### src/hdl/x87eds_pkg.sv
//------------------------------------------------------------------------------
// x87eds_pkg
// Shared types and constants for the extended/double load-store block.
//------------------------------------------------------------------------------
`default_nettype none
package x87eds_pkg;
  localparam int unsigned StackDepth = 8;
  localparam logic [14:0] ExtBias   = 15'd16383;
  localparam logic [14:0] ExtExpMax = 15'h7fff;
  localparam logic [10:0] DblExpMax = 11'h7ff;
  localparam logic [15:0] SignBit   = 16'h8000;
  localparam logic       CmdLoad  = 1'b0;
  localparam logic       CmdStore = 1'b1;

  typedef struct packed {
    logic        cmd;
    logic [63:0] sig;
    logic [15:0] se;
  } item_t;

  typedef struct packed {
    logic [63:0] out_sig;
    logic [15:0] out_se;
    logic [63:0] dbl;
    logic [2:0]  top;
  } result_t;
endpackage
`default_nettype wire

### src/hdl/x87eds_ext2dbl.sv
//------------------------------------------------------------------------------
// x87eds_ext2dbl
// Converts an 80-bit extended value to a double bit pattern (round to even).
//------------------------------------------------------------------------------
`default_nettype none
module x87eds_ext2dbl
  import x87eds_pkg::*;
(
  input  wire logic [63:0] sig_i,
  input  wire logic [15:0] se_i,
  output logic      [63:0] dbl_o
);
  logic        sgn;
  logic [14:0] ex;
  logic [5:0]  lz;
  logic [63:0] norm;
  logic [53:0] keep;
  logic [10:0] rest;
  logic        rnd;
  logic signed [17:0] dexp;

  always_comb begin
    sgn  = se_i[15];
    ex   = se_i[14:0];
    lz   = '0;
    for (int i = 0; i < 64; i++) begin
      if (sig_i[i]) lz = 6'(63 - i);
    end
    norm = sig_i << lz;
    rest = norm[10:0];
    rnd  = (rest > 11'h400) || (rest == 11'h400 && norm[11]);
    keep = {1'b0, norm[63:11]} + 54'(rnd);
    dexp = 18'(signed'({3'b0, ex})) - 18'(signed'({3'b0, ExtBias})) + 18'sd1023
           - 18'(signed'({12'b0, lz})) + 18'(signed'({17'b0, keep[53]}));
    if (sig_i == '0) begin
      dbl_o = (ex == '0) ? '0 : {sgn, 63'b0};
    end else if (dexp <= 0) begin
      dbl_o = {sgn, 63'b0};
    end else if (dexp >= 18'(signed'({7'b0, DblExpMax}))) begin
      dbl_o = {sgn, DblExpMax, 52'b0};
    end else begin
      dbl_o = {sgn, dexp[10:0], keep[53] ? keep[52:1] : keep[51:0]};
    end
  end
endmodule
`default_nettype wire

### src/hdl/x87eds_dbl2ext.sv
//------------------------------------------------------------------------------
// x87eds_dbl2ext
// Expands a double bit pattern to its 80-bit extended image.
//------------------------------------------------------------------------------
`default_nettype none
module x87eds_dbl2ext
  import x87eds_pkg::*;
(
  input  wire logic [63:0] dbl_i,
  output logic      [63:0] sig_o,
  output logic      [15:0] se_o
);
  logic [10:0] dex;
  always_comb begin
    dex = dbl_i[62:52];
    sig_o = {1'b1, dbl_i[51:0], 11'b0};
    if (dex == '0) begin
      sig_o = '0;
      se_o  = dbl_i[63] ? SignBit : 16'h0;
    end else if (dex == DblExpMax) begin
      se_o = {dbl_i[63], ExtExpMax};
    end else begin
      se_o = {dbl_i[63], 15'({4'b0, dex} + 15'd15360)};
    end
  end
endmodule
`default_nettype wire

### src/hdl/x87_extended_double_load_store.sv
//------------------------------------------------------------------------------
// x87_extended_double_load_store
// Eight-entry double register stack with extended load/store conversion.
//------------------------------------------------------------------------------
// One item per cycle while the output is not stalled: an item is captured in
// an input register, then converted and applied to the stack as it advances,
// and its result lands in an output register. The stack and top index update
// as each item leaves the input register, so back-to-back items see it.
`default_nettype none
module x87_extended_double_load_store
  import x87eds_pkg::*;
(
  input  wire logic         clk_i,
  input  wire logic         rst_ni,
  input  wire logic         s_axis_tvalid_i,
  output logic              s_axis_tready_o,
  input  wire logic [79:0]  s_axis_tdata_i,  // mem_significand[63:0], mem_sign_exponent[79:64]
  input  wire logic         s_axis_tuser_i,  // cmd
  output logic              m_axis_tvalid_o,
  input  wire logic         m_axis_tready_i,
  output logic      [151:0] m_axis_tdata_o   // out_significand[63:0], out_sign_exponent[79:64],
                                             // double_bits[143:80], new_top[146:144]
);
  logic        in_vld_q, out_vld_q;
  item_t       in_q;
  result_t     res_q, res_d;
  logic [63:0] stk_q [StackDepth];
  logic [2:0]  top_q, top_d;
  logic [63:0] ld_dbl, st_sig;
  logic [15:0] st_se;
  logic        adv;

  assign adv = in_vld_q && (!out_vld_q || m_axis_tready_i);
  assign s_axis_tready_o = !in_vld_q || adv;

  x87eds_ext2dbl u_e2d (.sig_i(in_q.sig), .se_i(in_q.se), .dbl_o(ld_dbl));
  x87eds_dbl2ext u_d2e (.dbl_i(stk_q[top_q]), .sig_o(st_sig), .se_o(st_se));

  always_comb begin
    if (in_q.cmd == CmdLoad) begin
      top_d = top_q - 3'd1;
      res_d = '{out_sig: '0, out_se: '0, dbl: ld_dbl, top: top_d};
    end else begin
      top_d = top_q + 3'd1;
      res_d = '{out_sig: st_sig, out_se: st_se, dbl: stk_q[top_q], top: top_d};
    end
  end

  always_ff @(posedge clk_i or negedge rst_ni) begin
    if (!rst_ni) begin
      in_vld_q  <= 1'b0;
      out_vld_q <= 1'b0;
      top_q     <= '0;
      for (int i = 0; i < StackDepth; i++) stk_q[i] <= '0;
    end else begin
      if (s_axis_tready_o) in_vld_q <= s_axis_tvalid_i;
      if (adv) begin
        out_vld_q <= 1'b1;
        top_q     <= top_d;
        if (in_q.cmd == CmdLoad) stk_q[top_d] <= ld_dbl;
      end else if (m_axis_tready_i) begin
        out_vld_q <= 1'b0;
      end
    end
  end

  always_ff @(posedge clk_i) begin
    if (s_axis_tready_o && s_axis_tvalid_i)
      in_q <= '{cmd: s_axis_tuser_i, sig: s_axis_tdata_i[63:0], se: s_axis_tdata_i[79:64]};
    if (adv) res_q <= res_d;
  end

  assign m_axis_tvalid_o = out_vld_q;
  assign m_axis_tdata_o  = {5'b0, res_q.top, res_q.dbl, res_q.out_se, res_q.out_sig};
endmodule
`default_nettype wire

### config.mk
export PLATFORM = sky130hd
export DESIGN_NAME = x87_extended_double_load_store
export DESIGN_NICKNAME = d
export VERILOG_FILES = /design/src/hdl/x87eds_pkg.sv /design/src/hdl/x87eds_ext2dbl.sv /design/src/hdl/x87eds_dbl2ext.sv /design/src/hdl/x87_extended_double_load_store.sv
export SDC_FILE = /design/constraint.sdc
export NUM_CORES = 2
export LEC_CHECK = 0
export ABC_AREA = 1
export BUFFER_PORTS_ARGS = -buffer_cell sky130_fd_sc_hd__buf_4
export CAP_MARGIN = 20
export CORE_ASPECT_RATIO = 1.5
export CORE_MARGIN = 8
export CORE_UTILIZATION = 40
export DETAILED_ROUTE_END_ITERATION = 6
export SLEW_MARGIN = 20
export SYNTH_ARGS = -nofsm -noshare
export SYNTH_HDL_FRONTEND = slang
export SYNTH_SLANG_ARGS = --single-unit
### constraint.sdc
create_clock -name clk_i -period 12.62 [get_ports clk_i]
set_input_delay 0.631 -clock clk_i [delete_from_list [all_inputs] [get_ports clk_i]]
set_output_delay 0.631 -clock clk_i [all_outputs]
set_load 0.005 [all_outputs]
---- Word level (Yosys, flattened, before mapping) ----
Cells that the tools add are included.
word-level totals
  output and inout bits ................... 154
  input port bits ......................... 85
  bits in registers ....................... 745
  logic and storage cells ................. 137
operators by class
  order comparisons ....................... 6
  eq/ne operators ......................... 2
  muxes and demuxes ....................... 83
  reductions and logical operators ........ 15
  $add $sub $neg .......................... 8
  shift-type cells ........................ 1
  bitwise logic cells ..................... 3
operators by type and width
  operator                                                                               count
  512-bit bitwise mux                                                                    1
  6-bit two-way mux                                                                      64
  64-bit two-way mux                                                                     6
  64-bit binary-select mux with 3-bit select                                             1
  64-bit demux with 3-bit select                                                         1
  63-bit two-way mux                                                                     2
  67-bit two-way mux                                                                     1
  64-bit zero test                                                                       1
  64-bit by 6-bit << shifter with 64-bit output                                          1
  53-bit by 1-bit adder with 54-bit output                                               1
  52-bit two-way mux                                                                     1
  16-bit two-way mux                                                                     2
  11-bit equality test, second input constant                                            2
  18-bit by 11-bit adder with 18-bit output, second input constant                       1
  18-bit by 2-bit adder with 18-bit output                                               1
  18-bit by 12-bit greater-or-equal comparator with 1-bit output, second input constant  1
  18-bit by 1-bit less-or-equal comparator with 1-bit output, second input constant      1
  18-bit by 7-bit subtractor with 18-bit output                                          1
  15-bit by 14-bit subtractor with 16-bit output, second input constant                  1
  11-bit by 14-bit adder with 15-bit output, second input constant                       1
  15-bit zero test                                                                       1
  15-bit two-way mux                                                                     1
  11-bit greater-than comparator, second input constant                                  1
  11-bit zero test                                                                       1
  14 further kinds                                                                       23

---- Depth between registers and ports, before layout ----
  word-level depth ........................ 75
  mapped depth ............................ 110
  gate-level depth less buffers ........... 106

---- Modules after synthesis ----
From an unflattened synthesis, not the netlist that was laid out.
second synthesis, totals
  cells, all modules ...................... 6385
  area, all modules ....................... 45408.6 um2
by module, submodules not included
  module                          cells each  area each (um2)  seq. area each (um2)  times used
  x87_extended_double_load_store  4499        36147.2          19784.0               1
  x87eds_ext2dbl                  1773        8471.9           0.0                   1
  x87eds_dbl2ext                  113         789.5            0.0                   1

---- Worst setup path after synthesis ----
No wires, ideal clock.
  path kind ............................... register to register
  start ................................... register in_q[18] (netlist bit)
  end ..................................... register res_q (netlist bit m_axis_tdata_o[120]), data pin
  required time ........................... 12.487 ns
  path slack .............................. 3.363 ns
  cell stages (with the launch flop) ...... 104
  arrival time ............................ 9.124 ns
  library setup time ...................... 0.133 ns
  buffers on the path ..................... 5
  clock period less this slack ............ 9.257 ns
  path through ............................ edfxtp_1 > inv_1 > nand2_1 > nand2_1 > nand2_1 > nand2_1 > nand2_1 > nand2_1 > nand2_1 > nand2_1 > nand2_1 > nand2_1 > nand2_1 > nand2_1 > nand2_1 > nand2_1 > nand2_1 > nand2_1 > (+68 left out) > nand2_1 > nand2_1 > nand2_1 > a21oi_1 > o21ai_0 > nand2_1 > nor3_1 > nand3_1 > inv_1 > o31ai_1 > nand2_1 > clkinv_1 > nor2_1 > buf_1 > clkbuf_1 > buf_1 > nand4_1 > nand2_1
RTL lines
  item                    RTL line                              source
  start, declared         x87_extended_double_load_store.sv:25  item_t in_q;
  start signal, assigned  x87_extended_double_load_store.sv:69  in_q <= '{cmd: s_axis_tuser_i, sig: s_axis_tdata_i[63:0], se: s_axis_tdata_i[79:64]};
  end signal, assigned    x87_extended_double_load_store.sv:70  if (adv) res_q <= res_d;
  end, declared           x87_extended_double_load_store.sv:26  result_t res_q, res_d;

==> flow_summary.yaml <==
outcome:
  run_status: "completed"
timing:
  finalCriticalPeriod_ns: 11.08
  tightest_slew_ns: 1.15
  setup_tns_ns: 0
  rsz0062_at_grt: "no"
  hold_viol_final: 0
  fin_skew_ns: 0.0269
  slew-limit-headroom_pct: 22.6
  setup_violations: 0
  slew_viol_final: 0
  setup_ws_ns: 1.54
  post-route-period-util_pct: 87.8
  timing.fmax_ghz: 0.0903
  whs_ns: 0.00526
clock_tree:
  clk_path_buf_depth: 3
  clk_latency_ns: 0.67
  clk_pin_slew_ns: 0.07
  post_cts_buffers: 0
  cts_buffers: 75
  postCtsHoldBufs: 0
  root_buffer: "clkbuf_16"
  cts_tree: "yes"
  h-tree-depth: 3
  postCtsResizedCells: 0
  clkSinkCount: 731
placed_design:
  dp_slack_ns: 1.19
  hpwlAfterDp_mm: 93.2
  numPortBuffers: 222
  gp_congestion: 1.02
setup_path:
  reg2reg_depth: 106
  crit_top_cell: "nand2_1"
  rr_endpoint: "m_axis_tdata_o[93]"
  timing.rr.start: "in_q[17]"
  required_ns: 13.15
  cp_max_fo: 69
  critPathKind: "reg -> reg"
  max_stage_delay_ns: 0.44
  worstPathArrival_ns: 11.61
  cp-end-kind: "flip-flop"
  cp-start-kind: "flip-flop"
  reg2reg_slack_ns: 1.54
  critPathSlowestCell: "edfxtp_1"
synth:
  yosysSeqAreaShare_pct: 47.6
  syn_avg_cell_area_um2: 7.61
  synth-main-ff-cell: "dfrtp_1"
  synth_compound_area_share_pct: 9.26
  synth_top_family_by_area: "simple AND/OR/NAND/NOR gates"
  synth-simple-area-share_pct: 34.2
  async_flop_share_pct: 70.7
  yosysWarnings: 0
  synth-edff-count: 214
  synth_cells: 5352
  synthXorXnorAreaFrac_pct: 1.09
  synth_area_mm2: 0.0407
  muxShareOfSynthArea_pct: 0.0737
  yosysUniqueCellTypes: 54
  ys_ff_latch: 731
  synthAdderAreaFrac_pct: 0.866
pwr:
  p_leak_nw: 22.2
  internal_power_mw: 5.63
  p_switching_mw: 3.85
  clkPwrFrac_pct: 23.8
  seqPwrFrac_pct: 38.6
  peakVddDrop_mv: 0.234
  power_frac_comb_pct: 37.6
  p_sw_share_pct: 40.6
  total_power_mw: 9.48
  pwr_density_cell_mw_per_mm2: 208
final_layout:
  area_delta_synth_final_pct: 12.1
  diodes: 0
  seqCellArea_mm2: 0.0194
  multi_input_area_mm2: 0.0187
  final_nets: 5479
  n_fill_cell: 10200
  drive_above_1_share_pct: 9.80
grt:
  overflow: 0
  grt_max_degree: 171
  track_usage_pct: 25.5
  antenna_found_initial: 1
  grt_pass1_wl_mm: 225
  grt_pass1_vias: 37200
die:
  ios: 239
  start_util_pct: 40.3
  die-area_mm2: 0.112
  die_h_um: 407
  fp.dieW_um: 277
  fp.coreArea_mm2: 0.101
  row_count: 143
route:
  viasPerCell: 5.69
  detail_route.wl_per_cell_um: 21.9
  ant_nets: 0
  drt_first_pass_iters: 7
  drc_errors: 0
  drt_wl_total_mm: 148
  drt_iter0_drc: 4167
  vias: 38300
run:
  max-cap-violations: 0
min_path:
  holdCritPathClass: "in -> async"
## logic make-up after synthesis
| family | after synthesis |
|---|---|
| DFF | 731 |
| xor gates and xnor gates | 48 |
| muxes | 3 |
| other | 1 |
| buffers and inverters | 669 |
| AOI/OAI and AO/OA | 639 |
| and+or+nand+nor | 3234 |
| adders and majority gates | 27 |
## cells in the mapped netlist (7+ instances only)
library cell	number	share of area, %
nand2_1	1692	16
nand3_1	895	11
dfrtp_1	517	32
nor2_1	449	4.1
o21ai_0	407	5.0
inv_1	284	2.6
clkbuf_1	263	2.4
edfxtp_1	214	16
o221ai_1	102	2.2
nand4_1	77	1.2
a21oi_1	38	0.47
buf_1	33	0.30
xor2_1	33	0.71
nor3_1	30	0.37
buf_2	27	0.33
ha_1	25	0.77
o22ai_1	24	0.37
buf_6	23	0.64
buf_4	22	0.41
nand3_2	19	0.47
o21bai_1	19	0.35
o21ai_1	17	0.21
nand2_4	12	0.33
xnor2_1	12	0.26
nand2_2	11	0.17
a21boi_1	10	0.18
inv_2	10	0.092
nor4_1	10	0.15
nor2_2	9	0.14
nor2_4	7	0.19
## how the worst max path moves through the flow
stage	startpoint	to	slack, ns
6_report	in_q[17]	m_axis_tdata_o[93]	1.54
5_1_grt	in_q[17]	m_axis_tdata_o[87]	0.04
4_1_cts	in_q[17]	m_axis_tdata_o[93]	1.15
3_5_place_dp	in_q[17]	m_axis_tdata_o[93]	1.19
3_3_place_gp	in_q[17]	m_axis_tdata_o[98]	1.12
2_1_floorplan	in_q[18]	m_axis_tdata_o[120]	3.36
## power groups by stage
stage | logic [mW] | clock network (mW) | registers (mW)
after global placement | 3.49 | 0 | 3.68
after CTS | 3.54 | 2.30 | 3.65
after detailed placement | 3.53 | 0 | 3.69
after floorplan | 2.34 | 0 | 3.53
final | 3.57 | 2.26 | 3.66
after global routing | 3.97 | 2.38 | 3.73
## routing by layer
| metal | GRT usage, % | vias up | share of wire (%) |
|---|---|---|---|
| met5 | 0 | - | 0 |
| met4 | 11.5 | 0 | 4.4 |
| met3 | 3.55 | 354 | 7.2 |
| met2 | 43.5 | 1656 | 48 |
| met1 | 32.0 | 18500 | 40 |
| li1 | - | 17800 | - |
## area by class of cell
type,count,area share [%]
multi-input combinational,3967,41.1
clock buffer,104,4.53
clock inverter,33,0.809
sequential,731,42.4
inverter,300,2.52
tap,1305,3.58
timing repair buffer,292,5.07
## cell usage in the layout, fill, tap and decap left out, types with 21 or more instances in the layout
cell type     n
inv_2        21
buf_4       282
clkbuf_16    76
nand2_1    1691
xor2_1       33
edfxtp_1    214
nor3_1       30
o221ai_1    102
clkbuf_1     21
ha_1         25
nor2_1      437
a21oi_1      37
inv_1       271
o22ai_1      24
nand4_1      77
nand3_1     894
dfrtp_1     514
o21ai_0     406
## through the flow
| step | instances | cell area (um^2) | utilization, % |
|---|---|---|---|
| after floorplan | 5367 | 40800 | - |
| after global placement | 6594 | 43100 | 42.7 |
| after detailed placement | 6594 | 43100 | 42.7 |
| after CTS | 6731 | 45600 | 45.1 |
| after global routing | 6732 | 45600 | 45.2 |
| final | 6732 | 45600 | 45.2 |
## sequential cells by signal, summed over array words and instances, names as in the netlist
signal	count
top_q	3
m_axis_tvalid_o	1
stk_q	512
in_q	81
m_axis_tdata_o	133
in_vld_q	1
## worst max-delay path, delay by kind of cell (launching register included)
kind / cells / cell delay [ns]
AND/OR/NAND/NOR: 88 / 6.95
AO/OA/AOI/OAI: 8 / 1.34
buffers and inverters: 7 / 1.29
adder cells (fa/ha/maj): 3 / 0.78
flip-flops: 1 / 0.44
Note: power is estimated with default switching activity, not from simulation.
